$ cat config.mk
export PLATFORM = sky130hd
export DESIGN_NAME = mvt_cfg_regs
export DESIGN_NICKNAME = d
export VERILOG_FILES = /design/src/sv/mvt_pkg.sv /design/src/sv/mvt_cfg_regs.sv
export SDC_FILE = /design/constraint.sdc
export NUM_CORES = 1
export LEC_CHECK = 0
export BUFFER_PORTS_ARGS = -buffer_cell sky130_fd_sc_hd__clkbuf_2
export CORE_AREA = 3 3 227 229
export DETAILED_ROUTE_END_ITERATION = 8
export DIE_AREA = 0 0 230 232
export PLACE_DENSITY = 0.71
export SYNTH_ARGS = -nofsm -noshare
export SYNTH_HDL_FRONTEND = slang
export SYNTH_SLANG_ARGS = --single-unit
$ cat constraint.sdc
create_clock -name i_clk -period 15.45 [get_ports i_clk]
set_input_delay 1.545 -clock i_clk [delete_from_list [all_inputs] [get_ports i_clk]]
set_output_delay 1.545 -clock i_clk [all_outputs]
set_load 0.05 [all_outputs]
$ cat src/sv/mvt_pkg.sv
// shared constants and types of the matrix-vector transform unit
// no dependencies; used by every other file of the block
package mvt_pkg;

    localparam int VALUE_WIDTH = 32;   // default total bits of an entry or component
    localparam int FRAC_BITS   = 16;   // default fraction bits
    localparam int FIELD_W     = 32;   // width of every item field
    localparam int REG_W       = 64;   // width of a configuration register
    localparam int HALF_W      = 32;   // one matrix entry per register half
    localparam int NUM_REGS    = 8;
    localparam int CFG_IDX_W   = $clog2(NUM_REGS);
    localparam int DIM         = 4;    // matrix rows, vector components
    localparam int PIPE_DEPTH  = 5;    // input, product, pair sum, total, saturate

    typedef logic [FIELD_W-1:0] t_field;
    typedef logic [REG_W-1:0]   t_cfg_word;

    // register indexes, in the order of the register map
    typedef enum logic [CFG_IDX_W-1:0] {
        REG_ROW0_LEFT  = 3'd0,
        REG_ROW0_RIGHT = 3'd1,
        REG_ROW1_LEFT  = 3'd2,
        REG_ROW1_RIGHT = 3'd3,
        REG_ROW2_LEFT  = 3'd4,
        REG_ROW2_RIGHT = 3'd5,
        REG_ROW3_LEFT  = 3'd6,
        REG_ROW3_RIGHT = 3'd7
    } t_reg_idx;

endpackage

$ cat src/sv/mvt_cfg_regs.sv
// matrix register file: eight 64-bit registers, two entries each, identity at reset
// depends on mvt_pkg
module mvt_cfg_regs #(
    parameter int VALUE_WIDTH = mvt_pkg::VALUE_WIDTH,
    parameter int FRAC_BITS   = mvt_pkg::FRAC_BITS
) (
    input  logic                                   i_clk,
    input  logic                                   i_rst_n,
    input  logic                                   i_cfg_we,
    input  logic [mvt_pkg::CFG_IDX_W-1:0]          i_cfg_idx,
    input  mvt_pkg::t_cfg_word                     i_cfg_data,
    output logic [mvt_pkg::DIM-1:0][mvt_pkg::DIM-1:0][VALUE_WIDTH-1:0] o_mat
);

    localparam logic [mvt_pkg::HALF_W-1:0] ONE =
        mvt_pkg::HALF_W'(64'd1 << FRAC_BITS);
    localparam mvt_pkg::t_cfg_word DIAG_LO = {{mvt_pkg::HALF_W{1'b0}}, ONE};
    localparam mvt_pkg::t_cfg_word DIAG_HI = {ONE, {mvt_pkg::HALF_W{1'b0}}};

    mvt_pkg::t_cfg_word r_mat [mvt_pkg::NUM_REGS];

    always_ff @(posedge i_clk) begin
        if (!i_rst_n) begin
            for (int i = 0; i < mvt_pkg::NUM_REGS; i++) begin
                r_mat[i] <= '0;
            end
            r_mat[mvt_pkg::REG_ROW0_LEFT]  <= DIAG_LO;
            r_mat[mvt_pkg::REG_ROW1_LEFT]  <= DIAG_HI;
            r_mat[mvt_pkg::REG_ROW2_RIGHT] <= DIAG_LO;
            r_mat[mvt_pkg::REG_ROW3_RIGHT] <= DIAG_HI;
        end else if (i_cfg_we) begin
            r_mat[i_cfg_idx] <= i_cfg_data;
        end
    end

    // entry 4r+c sits in register (4r+c)/2, low half for even c
    always_comb begin
        for (int r = 0; r < mvt_pkg::DIM; r++) begin
            for (int c = 0; c < mvt_pkg::DIM; c++) begin
                o_mat[r][c] = r_mat[(r * mvt_pkg::DIM + c) / 2]
                                   [(c % 2) * mvt_pkg::HALF_W +: VALUE_WIDTH];
            end
        end
    end

endmodule

==> flow_summary.rst <==
.. list-table::
   :header-rows: 1

   * - Metric
     - Value
   * - Post-Synthesis Cell Area
     - between 0.015 and 0.02 mm²
   * - Synth Area per Inst
     - ~15 µm²
   * - Pin slew with the least headroom to its limit
     - 1.17 ns
   * - Required arrival time at the worst endpoint
     - 15.74 ns
   * - Hold-critical path endpoint
     - r_mat[7][48]
   * - Number of max-cap violations
     - 0
   * - I/O Pins
     - around 580
   * - Antenna-violating nets left
     - 0
   * - Routed WL
     - 56000 µm
   * - Filler Cells Inserted
     - approximately 4.5k
   * - Ranking of synthesized cells by instance count
     - 512 x sky130_fd_sc_hd__edfxtp_1, 489 x sky130_fd_sc_hd__nor2_1, 67 x sky130_fd_sc_hd__nand2b_1
   * - Deepest clock path buffer count
     - 3
   * - Sum of overflow across all layers after global routing
     - 0
   * - Yosys warns
     - 0
   * - Starting Density
     - 0.376
   * - Leading cell type by number of instances after synthesis
     - sky130_fd_sc_hd__edfxtp_1
   * - Nets@finish
     - around 1.9k
   * - Most flops, register
     - r_mat
   * - Layout Area Growth over Synthesis
     - 27.0%
   * - FFs w/ async S/R, synth
     - 0
   * - Depth of the worst hold-timing path
     - 2
   * - Count of different cell masters after synthesis
     - 23
   * - Post-cts sizing count
     - 0
   * - Status
     - finished clean
   * - Overall via count from detail_route
     - 12.5k
   * - Max FO, Critical Path
     - between 60 and 70
   * - Worst setup path startpoint
     - i_rst_n
   * - Initial detailed-routing violation count
     - 1002
   * - Endpoints failing hold
     - 0
   * - Startpoint of the most critical hold path
     - i_cfg_data[48]
   * - Category of the worst setup path capture point
     - register
   * - Number of antenna violations at the first check in global routing
     - 0
   * - Total design power
     - ~3.4 mW
   * - CTS sink count
     - between 500 and 600
   * - Most instantiated flip-flop cell in the synthesis netlist
     - sky130_fd_sc_hd__edfxtp_1
   * - Number of slew-limit violations in the final report
     - 0
   * - Post-Route Setup TNS
     - 0 ns
   * - Share of the cycle needed by the critical path after routing
     - 0.256
   * - Upper clock frequency limit
     - 253 MHz
   * - Worst Setup Path Type
     - in2reg
   * - Die extent in x
     - 230 µm
   * - Sort of element at the start of the critical path
     - input port
   * - Area inside the core boundary
     - around 0.050 mm²
   * - Reg clk slew, reported paths
     - 0.06 ns
   * - Length of the first detailed-routing pass in iterations
     - 5
   * - Leakage power
     - 9.23 nW
   * - Sequential-to-total area share from yosys stat
     - 0.820
   * - CTS tree
     - done
   * - Post-CTS setup repair buffer count
     - 0
   * - Routed vias/inst
     - 4.93
   * - Synth Net Count
     - about 1.3k
   * - P per Cell Area
     - 142 mW/mm²
   * - Total clock buffers created by CTS
     - 51
   * - Die Height
     - ~230 µm
   * - Final setup violation count
     - 0
   * - Number of synthesized flops with an enable pin
     - 512
   * - Dominant cells by area after synthesis
     - sky130_fd_sc_hd__edfxtp_1 82%, sky130_fd_sc_hd__nor2_1 9.8%, sky130_fd_sc_hd__nand2b_1 2.2%, sky130_fd_sc_hd__nand2_1 1.3%, sky130_fd_sc_hd__buf_6 0.84%
   * - Worst hold slack after final layout
     - 1.35 ns
   * - Arr. time, crit path
     - 4.25 ns
   * - First-pass GRT wire length
     - 79700 µm
   * - Non-filler cells in the finished layout
     - roughly 2.5k
   * - Cell at the root of the clock tree
     - sky130_fd_sc_hd__clkbuf_16
   * - Area after detailed placement
     - 0.0222 mm²
   * - Post-placement cell count
     - 2444
   * - Residual DRC count
     - 0
   * - Largest net degree at the start of global routing
     - 70
   * - Standard-cell row count
     - 82
   * - Fraction of final layout cells with drive strength greater than 1
     - 0.375
   * - Global-route usage over all layers
     - 0.201
   * - Total inserted antenna cells
     - 0
   * - DPL Wire Length
     - 38200 µm
   * - Peak VDD IR
     - approximately 0.09 mV
   * - Hold-fix buffer count after cts
     - 0
   * - Share of the synthesized area in the top cell type
     - 0.820
   * - Number of register bits inferred by synthesis
     - 512
   * - IO Port Bufs
     - 581
   * - Flip-flop count of the largest register, all copies and words added
     - just over 500
   * - Final critical delay including setup and external delays
     - 3.96 ns
   * - Number of global-route vias before repair
     - between 10k and 15k
   * - Total Die Area
     - 0.0534 mm²
   * - Cell area after layout
     - 0.0238 mm²
   * - Post-synthesis cell type with the largest combined area
     - sky130_fd_sc_hd__edfxtp_1
   * - Number of standard cells after synthesis
     - 1246
   * - DR WL/cell
     - around 22 µm
   * - Registers with the most flip-flops
     - r_mat: 512 flops
   * - GPL Wtd Cong
     - 0.863
   * - Setup repair after global routing missed its margin
     - no
   * - Hold crit path type
     - in2reg
   * - Slew margin rel.
     - 0.216
   * - Number of H-tree levels
     - 2
## cell families (layout without fill, tap and decap cells)
| group | after synthesis | in the layout | synth area share |
|---|---|---|---|
| buffers and inverters | 73 | 689 | 0.0269 |
| AOI/OAI and AO/OA | 9 | 9 | 0.00280 |
| and+or+nand+nor | 652 | 652 | 0.150 |
| DFF | 512 | 512 | 0.820 |
## through the flow
step            util  worst slack (ns)
2_1_floorplan      -              8.23
3_3_place_gp   0.446             11.09
3_5_place_dp   0.446             10.96
4_1_cts        0.477             11.58
5_1_grt        0.477             11.33
6_report       0.477             11.49
## worst max-delay path, stage by stage
cell,delay [ns]
sky130_fd_sc_hd__clkbuf_2,0.42
sky130_fd_sc_hd__nand4_1,0.75
sky130_fd_sc_hd__buf_4,0.56
sky130_fd_sc_hd__buf_4,0.73
sky130_fd_sc_hd__nor2_1,0.10
## final cells by class
type | count | area, µm² | share of cell area
Clock inverter | 24 | 181 | 0.00762
Multi-Input combinational cell | 661 | 2980 | 0.125
Sequential cell | 512 | 15400 | 0.646
Timing Repair Buffer | 598 | 3040 | 0.128
Clock buffer | 66 | 1380 | 0.0578
Tap cell | 672 | 841 | 0.0353
Inverter | 1 | 3.75 | 0.000158
## layout by cell type (no fill, tap or decap), drive strengths merged, types with 3 or more instances in the layout
cell,synthesis,layout
buf,57,18
clkinv,0,19
o31ai,3,3
nand4b,4,4
clkbuf,15,646
nand2,66,66
nand2b,67,67
o21ai,6,6
nor2,508,508
edfxtp,512,512
## layer usage
metal,up-vias,wire length [µm],global-route usage
met5,-,0,0
met4,0,2310,0.0807
met3,132,4860,0.0474
met2,725,28300,0.346
met1,6181,20500,0.244
li1,5451,-,-
## power breakdown
part / total [mW] / leakage, nW / internal (mW) / switching [mW]
Clock: 1.17 / 0.757 / 0.660 / 0.513
Combinational: 0.548 / 3.52 / 0.0781 / 0.470
Sequential: 1.65 / 4.95 / 1.62 / 0.0298
Total: 3.37 / 9.23 / 2.36 / 1.01
## worst max-delay path by stage
stage / to / slack (ns) / depth (start not counted)
global route: r_mat[6][52] / 11.33 / 5
global placement: r_mat[6][57] / 11.09 / 5
floorplan: r_mat[0][0] / 8.23 / 3
finish: r_mat[6][38] / 11.49 / 5
CTS: r_mat[6][52] / 11.58 / 5
detailed placement: r_mat[6][52] / 10.96 / 5
Note: power is estimated with default switching activity, not from simulation.
